<file path="config.mk">
export PLATFORM = sky130hd
export DESIGN_NAME = kabf_div
export DESIGN_NICKNAME = d
export VERILOG_FILES = /design/src/sv/kabf_pkg.sv /design/src/sv/kabf_div.sv
export SDC_FILE = /design/constraint.sdc
export NUM_CORES = 1
export LEC_CHECK = 0
export BUFFER_PORTS_ARGS = -buffer_cell sky130_fd_sc_hd__clkbuf_2
export CAP_MARGIN = 20
export CORE_UTILIZATION = 35
export DETAILED_ROUTE_END_ITERATION = 6
export HOLD_SLACK_MARGIN = 0.06
export PLACE_DENSITY = 0.49
export SETUP_SLACK_MARGIN = 0.2
export SKIP_LAST_GASP = 1
export SLEW_MARGIN = 20
export SYNTH_ARGS = -nofsm -noshare
export SYNTH_HDL_FRONTEND = slang
export SYNTH_SLANG_ARGS = --single-unit
</file>
<file path="constraint.sdc">
create_clock -name clk -period 8.88 [get_ports clk]
set_input_delay 0 -clock clk [delete_from_list [all_inputs] [get_ports clk]]
set_output_delay 0 -clock clk [all_outputs]
set_load 0.01 [all_outputs]
</file>
<file path="src/sv/kabf_pkg.sv">
package kabf_pkg;

  localparam int unsigned AngleW = 25;
  localparam int unsigned RateW  = 28;
  localparam int unsigned DtW    = 16;
  localparam int unsigned NoiseW = 24;
  localparam int unsigned StateW = 32;
  localparam int unsigned BiasW  = 28;

  localparam logic [23:0] QaReset = 24'd16777;
  localparam logic [23:0] QbReset = 24'd50332;
  localparam logic [23:0] RReset  = 24'd503316;
  localparam logic signed [31:0] BiasLimit = 32'sd131072000;

  // register indexes
  localparam logic [1:0] RegQa = 2'd0;
  localparam logic [1:0] RegQb = 2'd1;
  localparam logic [1:0] RegR  = 2'd2;

  // divider request and response
  typedef struct packed {
    logic               start;
    logic signed [63:0] num;
    logic signed [63:0] den;
  } kabf_div_req_t;

  typedef struct packed {
    logic               done;
    logic signed [31:0] quo;
  } kabf_div_rsp_t;

  // saturate a wide value to the signed 32-bit range
  function automatic logic signed [31:0] sat32(input logic signed [67:0] v);
    logic signed [67:0] hi;
    logic signed [67:0] lo;
    hi = 68'sd2147483647;
    lo = -68'sd2147483648;
    if (v > hi) return 32'sh7fffffff;
    if (v < lo) return 32'sh80000000;
    return v[31:0];
  endfunction

endpackage

</file>
<file path="src/sv/kabf_div.sv">
// Restoring signed divider, truncating quotient saturated to 32 bits, one bit a cycle.
module kabf_div (
  input  logic                   clk,
  input  logic                   rst,
  input  kabf_pkg::kabf_div_req_t req,
  output kabf_pkg::kabf_div_rsp_t rsp
);
  import kabf_pkg::*;

  logic [63:0] rem;
  logic [63:0] quo;
  logic [63:0] dmag;
  logic [63:0] nmag;
  logic        neg;
  logic [6:0]  cnt;
  logic        busy;
  logic        done;
  logic [64:0] trial;
  logic [63:0] rem_sh;
  logic signed [67:0] qs;

  // one shift-subtract step
  always_comb begin
    rem_sh = {rem[62:0], nmag[63]};
    trial  = {1'b0, rem_sh} - {1'b0, dmag};
  end

  always_comb begin
    qs = neg ? -$signed({4'd0, quo}) : $signed({4'd0, quo});
  end

  always_ff @(posedge clk) begin
    if (rst) begin
      busy <= 1'b0;
      done <= 1'b0;
      cnt  <= '0;
    end else begin
      // done pulses with the last quotient bit
      done <= busy && !req.start && (cnt == 7'd1);
      if (req.start) begin
        busy <= 1'b1;
        cnt  <= 7'd64;
        rem  <= '0;
        quo  <= '0;
        neg  <= req.num[63] ^ req.den[63];
        nmag <= req.num[63] ? 64'(-req.num) : 64'(req.num);
        dmag <= req.den[63] ? 64'(-req.den) : 64'(req.den);
      end else if (busy) begin
        nmag <= {nmag[62:0], 1'b0};
        if (!trial[64]) begin
          rem <= trial[63:0];
          quo <= {quo[62:0], 1'b1};
        end else begin
          rem <= rem_sh;
          quo <= {quo[62:0], 1'b0};
        end
        cnt <= cnt - 7'd1;
        if (cnt == 7'd1) begin
          busy <= 1'b0;
        end
      end
    end
  end

  assign rsp = {done, sat32(qs)};

endmodule
</file>
==> results.py, run 1 <==
metrics = {
    "finish": {
        "area_delta_synth_final_pct": 22.4,
        "nets": 2521,
        "layout-drive-gt1-share_pct": 11.7,
        "design_area_sq_um": 23000,
        "antenna_cells": 0,
        "finalNonFillerCells": 3031,
        "finalCoreUtilization_pct": 43.6,
    },
    "worst_setup_path": {
        "r2r_end": "rem[16]$_SDFFCE_PP0P_",
        "rr_worst_depth": 13,
        "crit_end": "rsp[0]",
        "cp.required_ps": 8880,
        "start_kind": "register",
        "startpoint": "quo[0]$_SDFFCE_PP0P_",
        "critPathMaxFanout": 31,
        "r2r_slack_ps": 3710,
        "endpoint_kind": "primary output",
        "cp.arrival_ps": 5360,
        "r2r_start": "dmag[0]$_DFFE_PP_",
        "critPathKind": "reg -> out",
    },
    "synthesis": {
        "yosys_warnings": 0,
        "ys_ff_latch": 265,
        "syn_area_sq_um": 18800,
        "synth_cell_types": 74,
        "synth_xor_area_share_pct": 11.0,
        "synth_top_family_by_area": "compound AO/OA/AOI/OAI gates",
        "synth_top_area_share_pct": 40.9,
        "synth_top_cell_by_area": "edfxtp_1",
        "yosys-mux-area-fraction_pct": 1.14,
        "synth.most_common_cell": "edfxtp_1",
        "synth_async_sr_flop_share_pct": 0,
        "yosysSeqAreaShare_pct": 41.9,
        "ys.flop_type": "edfxtp_1",
        "syn_avg_cell_area_sq_um": 9.25,
        "synth_compound_area_share_pct": 18.7,
        "ys_top_cells_by_area": "edfxtp_1, xor2_1, xnor2_1",
        "synthCells": 2033,
        "synthTopCellsByCount": "edfxtp_1, nand2_1, a21oi_1, nor2_1, xor2_1",
        "synth-simple-area-share_pct": 18.3,
        "synth_enable_flop_cells": 256,
        "synth_adder_area_share_pct": 4.70,
        "syn_nets": 2234,
    },
    "status": {
        "failed_checks": "DRC",
        "status": "finished with violations",
    },
    "sta": {
        "period_share_pct": 60.4,
        "finalSetupViolations": 0,
        "period_minus_slack_ps": 5360,
        "max_freq_mhz": 186,
        "holdWs_ps": 204,
        "slew_violations": 0,
        "skew_ps": 31.2,
        "finalHoldViolations": 0,
        "worst_pin_slew_ps": 1040,
        "finalWorstSetupSlack_ps": 3520,
        "rsz0062_at_grt": "false",
        "fin_setup_tns_ps": 0,
        "slew_headroom_pct": 30.4,
    },
    "hold_path": {
        "hp-class": "in -> reg",
        "holdPathStages": 3,
    },
    "power_and_ir_drop": {
        "switching_share_pct": 30.8,
        "pwr-share-seq_pct": 40.6,
        "p_leak_nw": 8.76,
        "peakVddDrop_mv": 0.140,
        "power.switching_mw": 1.18,
        "p_comb_share_pct": 26.0,
        "p_int_mw": 2.64,
        "clkPwrFrac_pct": 33.4,
        "power_density_nw_per_um2": 166,
        "p_total_mw": 3.82,
    },
    "placed_design": {
        "dpl.cell_count": 2790,
        "hpwl_um": 34900,
        "port_buffers": 163,
        "routabilityCongestion": 0.854,
        "place_ws_ps": 3740,
        "placed_cell_area_sq_um": 20200,
    },
    "drt": {
        "remaining_drc_errors": 4,
        "wl_um": 51100,
        "firstDrtPassIters": 7,
        "via_count": 16226,
        "drt_first_iter_violations": 900,
        "wl_per_cell_um": 16.9,
        "vias_per_cell": 5.35,
        "ant_nets": 0,
    },
    "cts": {
        "cts_num_sinks": 265,
        "cts_tree": "yes",
        "clkTransAtPathRegs_ps": 50,
        "cts_setup_buffers": 0,
        "clockBufferDepth": 3,
        "clk-insertion-delay-late_ps": 550,
        "cts-root-buf": "clkbuf_16",
        "h-tree-depth": 2,
        "numCtsBuffers": 35,
    },
    "global_route": {
        "grt.total_usage_pct": 18.6,
        "grt_max_degree": 108,
        "antenna_found_initial": 0,
        "first_global_vias": 15735,
        "overflow": 0,
        "grt_pass1_wl_um": 82200,
    },
    "die": {
        "dieArea_sq_um": 54600,
        "io_pins": 164,
        "coreArea_sq_um": 52800,
        "die_h_um": 234,
        "num_rows": 84,
        "start_util_pct": 35.6,
        "die_w_um": 234,
    },
    "job": {
        "drv_cap": 0,
    },
}
metal layers:
metal	vias up	routed length (um)	part of all wire (%)	global-route usage, %
met5	-	0	0	0
met4	0	1580	3.1	7.20
met3	105	1800	3.5	2.38
met2	373	24100	47	30.5
met1	7719	23600	46	24.7
li1	8029	-	-	-
final cells by class:
type	instances	area (sq um)
clock buffers	42	902
clock inverters	18	97.6
well taps	688	861
multi-input cells	1563	10200
fillers	5131	29800
repair buffers	359	2750
flip-flops and latches	265	7870
inverters	96	360
placed cells by master (no fill, tap or decap), types with 12 or more instances in the layout:
cell / netlist / layout
or4_1: 35 / 35
ha_1: 69 / 69
nand4_1: 24 / 24
nor2b_1: 69 / 68
a211oi_1: 20 / 20
buf_4: 5 / 15
or3_1: 34 / 34
dlygate4sd3_1: 0 / 181
xnor2_1: 117 / 117
o21a_1: 14 / 14
nand2_1: 190 / 190
nor4_1: 18 / 18
clkbuf_16: 0 / 35
edfxtp_1: 256 / 256
o31ai_1: 47 / 47
xor2_1: 120 / 120
inv_1: 95 / 95
nor3_1: 43 / 43
a21oi_1: 179 / 178
mux2_2: 12 / 12
o41ai_1: 34 / 34
o21ai_1: 28 / 28
nand3_1: 42 / 42
o21ai_0: 102 / 102
a21o_1: 51 / 51
a31oi_1: 16 / 15
or2_2: 14 / 14
nor2_1: 154 / 153
clkbuf_2: 0 / 162
power groups by stage:
| stage | registers [mW] | logic, mW | clock network (mW) |
|---|---|---|---|
| after floorplan | 1.56 | 0.667 | 0 |
| after global placement | 1.58 | 0.905 | 0 |
| after detailed placement | 1.58 | 0.908 | 0 |
| after CTS | 1.55 | 0.992 | 1.32 |
| after global routing | 1.56 | 1.11 | 1.37 |
| final | 1.55 | 0.991 | 1.28 |
critical path, stage by stage, from the launching register on:
cell and delay, ps:
edfxtp_1 380, inv_1 160, ha_1 210, or4b_2 680
nor3_1 700, nand4_1 410, or3_1 500, o41ai_1 330
xnor2_1 140, nor3_1 230, nand4_1 200, o41ai_4 250
buf_4 330, o21ai_0 150, clkbuf_2 150
logic make-up (layout without fill, tap and decap cells):
family                     Yosys count  in the layout
and+or+nand+nor                    684            684
AOI/OAI and AO/OA                  552            552
DFF                                265            265
xor gates and xnor gates           237            237
buffers and inverters              205            515
adders and majority gates           70             70
muxes                               20             20
registers in the layout (all words and copies together) (netlist names):
name,cells
quo,64
neg,1
nmag,64
busy,1
dmag,64
done,1
cnt,7
rem,63
worst min-delay path by stage:
stage	startpoint	slack [ps]	end
after detailed placement	req[0]	290	dmag[0]$_DFFE_PP_
after CTS	req[127]	150	neg$_DFFE_PP_
final	req[127]	200	neg$_DFFE_PP_
after global placement	rst	290	cnt[6]$_SDFFE_PP0N_
after floorplan	rst	70	cnt[6]$_SDFFE_PP0N_
after global routing	req[127]	250	neg$_DFFE_PP_
timing repair:
action                                 4_1_cts  5_1_grt
gates resized for setup                      0        0
hold buffers                               181        0
endpoints found under the hold margin      168        0
No activity file was read; power rests on OpenSTA's default activity.
==> inputs of run 2 (changes only) <==
clock period = 4.45 ns   (was 8.88 ns; I/O delays follow)
==> run 2 against run 1 <==
  * The flow now finishes without violations
  * Die area unchanged
  * Total power up 100%
  * Critical path depth down 1
  * Highest routed layer unchanged
  * Sequential power up 100%
  * Clock-buffer cell count up 2
  * Sequential cell count unchanged
  * Critical endpoint is now rsp[27]
  * First-iteration DRC count up 1.7%
  * Clock power up 110%
  * Register-to-register slack worse by 3300 ps
==> results.py, run 2 (synthesis gave the netlist of run 1 again) <==
metrics = {
    "status": {
        "status": "completed",
    },
    "drt": {
        "wl_per_cell_um": 16.9,
        "remaining_drc_errors": 0,
        "wl_um": 52000,
        "drt_first_iter_violations": 915,
        "firstDrtPassIters": 7,
        "via_count": 16348,
        "ant_nets": 0,
        "vias_per_cell": 5.31,
    },
    "finish": {
        "finalCoreUtilization_pct": 45.4,
        "mostFrequentLayoutCell": "edfxtp_1",
        "nets": 2573,
        "antenna_cells": 0,
        "area_delta_synth_final_pct": 27.5,
        "layout-drive-gt1-share_pct": 15.8,
        "reg_top3": "dmag (64), nmag (64), quo (64)",
        "layout_common_cells": "edfxtp_1, nand2_1, dlygate4sd3_1",
    },
    "sta": {
        "rsz0062_at_grt": "true",
        "period_share_pct": 98.9,
        "worst_pin_slew_ps": 869,
        "slew_violations": 0,
        "finalSetupViolations": 0,
        "period_minus_slack_ps": 4400,
        "slew_headroom_pct": 42.0,
        "finalWorstSetupSlack_ps": 49.3,
        "skew_ps": 22.1,
        "finalHoldViolations": 0,
        "max_freq_mhz": 227,
        "holdWs_ps": 85.1,
    },
    "cts": {
        "cts-root-buf": "clkbuf_16",
        "h-tree-depth": 2,
        "cts_tree": "yes",
        "numCtsBuffers": 34,
        "clkTransAtPathRegs_ps": 60,
        "cts_num_sinks": 265,
        "clockBufferDepth": 3,
        "clk-insertion-delay-late_ps": 540,
    },
    "job": {
        "drv_cap": 0,
    },
    "worst_setup_path": {
        "r2r_slack_ps": 400,
        "cp.arrival_ps": 4400,
        "cp.required_ps": 4450,
        "endpoint_kind": "primary output",
        "critPathSlowestCell": "or4_4",
        "worstPathCellList": "or4_4, or4_4, or3_4, buf_6, o31ai_4, xor2_2, nor4b_4, nand4_1, nor4_4, a21oi_4, clkbuf_16, o21ai_1, clkbuf_2",
        "rr_worst_depth": 13,
        "cp_num_buf_inv": 3,
        "critPathKind": "reg -> out",
        "critPathMaxFanout": 15,
        "r2r_start": "dmag[0]$_DFFE_PP_",
        "crit_top_cell": "or4_4",
        "crit_family": "simple AND/OR/NAND/NOR gates",
        "critical-path-max-stage-delay_ps": 560,
        "r2r_end": "rem[41]$_SDFFCE_PP0P_",
        "start_kind": "register",
    },
    "die": {
        "io_pins": 164,
        "start_util_pct": 35.6,
        "dieArea_sq_um": 54600,
        "coreArea_sq_um": 52800,
        "die_w_um": 234,
        "die_h_um": 234,
        "num_rows": 84,
    },
    "hold_path": {
        "hold_end": "cnt[6]$_SDFFE_PP0N_",
        "hp-class": "in -> reg",
        "holdPathStages": 3,
        "min-delay-start": "req[128]",
    },
    "global_route": {
        "globalRouteMet3Util_pct": 2.43,
        "grt_use_met2_pct": 31.3,
        "antenna_found_initial": 0,
        "grt_max_degree": 115,
        "globalRouteMet1Util_pct": 24.6,
        "overflow": 0,
        "first_global_vias": 15797,
        "grt-busiest-layer": "met2",
        "grt_pass1_wl_um": 82500,
        "grt.total_usage_pct": 18.6,
    },
    "power_and_ir_drop": {
        "p_leak_nw": 9.21,
        "peakVddDrop_mv": 0.295,
        "power_density_nw_per_um2": 326,
    },
    "placed_design": {
        "port_buffers": 163,
        "routabilityCongestion": 0.890,
        "place_ws_ps": 105,
        "hpwl_um": 35400,
    },
}
-- run 2: cell count changes in the layout (fill, tap and decap cells not counted), moves of 5 or more --
cell and delta:
buf_12 +5, buf_2 +13, buf_4 +36, buf_6 +5, clkbuf_2 -13, nor3_1 -10
nor3_2 +9, o21ai_0 -5, o21ai_2 +8, o41ai_1 -8, o41ai_2 +7, or4_1 -7
or4_4 +7
-- run 2: layout make-up --
cell class | instances | area, sq um
Clock buffer | 44 | 930
Clock inverter | 13 | 116
Fill cell | 5115 | 28800
Inverter | 96 | 360
Multi-Input combinational cell | 1563 | 10500
Sequential cell | 265 | 7870
Tap cell | 688 | 861
Timing Repair Buffer | 412 | 3300
-- run 2: worst max path at each step --
stage / startpoint / end / slack (ps) / depth (start not counted)
after floorplan: req[128] / dmag[0]$_DFFE_PP_ / 250 / 4
after global placement: quo[7]$_SDFFCE_PP0P_ / rsp[0] / 10 / 12
after detailed placement: quo[7]$_SDFFCE_PP0P_ / rsp[0] / 100 / 12
after CTS: quo[21]$_SDFFCE_PP0P_ / rsp[27] / -1 / 13
after global routing: quo[13]$_SDFFCE_PP0P_ / rsp[12] / -110 / 13
final: quo[13]$_SDFFCE_PP0P_ / rsp[27] / 50 / 13
-- run 2: metal layers --
layer,routed length (um),share of wire (%),up-vias
met2,25100,48,280
li1,-,-,8123
met5,0,0,-
met3,1680,3.2,93
met1,23800,46,7852
met4,1320,2.5,0
-- run 2: through the flow --
step	TNS, ps	power (mW)	area [sq um]	instances
6_report	0	7.82	24000	3081
5_1_grt	-2460	8.24	24000	3081
3_3_place_gp	0	4.97	20400	2808
3_5_place_dp	0	4.98	20400	2808
2_1_floorplan	0	4.44	18800	2033
4_1_cts	-1.29	7.87	23600	3072
-- run 2: what timing repair did --
| action | 4_1_cts | 5_1_grt |
|---|---|---|
| gates cloned | 2 | 2 |
| setup endpoints to repair | 31 | 49 |
| setup buffers | 21 | 7 |
| hold buffers | 184 | 0 |
| pin swaps | 16 | 15 |
| endpoints found under the hold margin | 155 | 0 |
| resized for setup | 35 | 63 |
-- run 2: tightest hold or removal path, delay by kind of cell --
family        cells  cell delay [ps]
buf+inv           1              300
simple gates      2              230
-- run 2: power breakdown --
group	total, mW	switching [mW]	leakage [nW]	internal, mW
sequential	3.10	0.114	2.53	2.99
clock	2.64	1.06	0.513	1.58
combinational	2.08	1.16	6.17	0.914
total	7.82	2.34	9.21	5.48
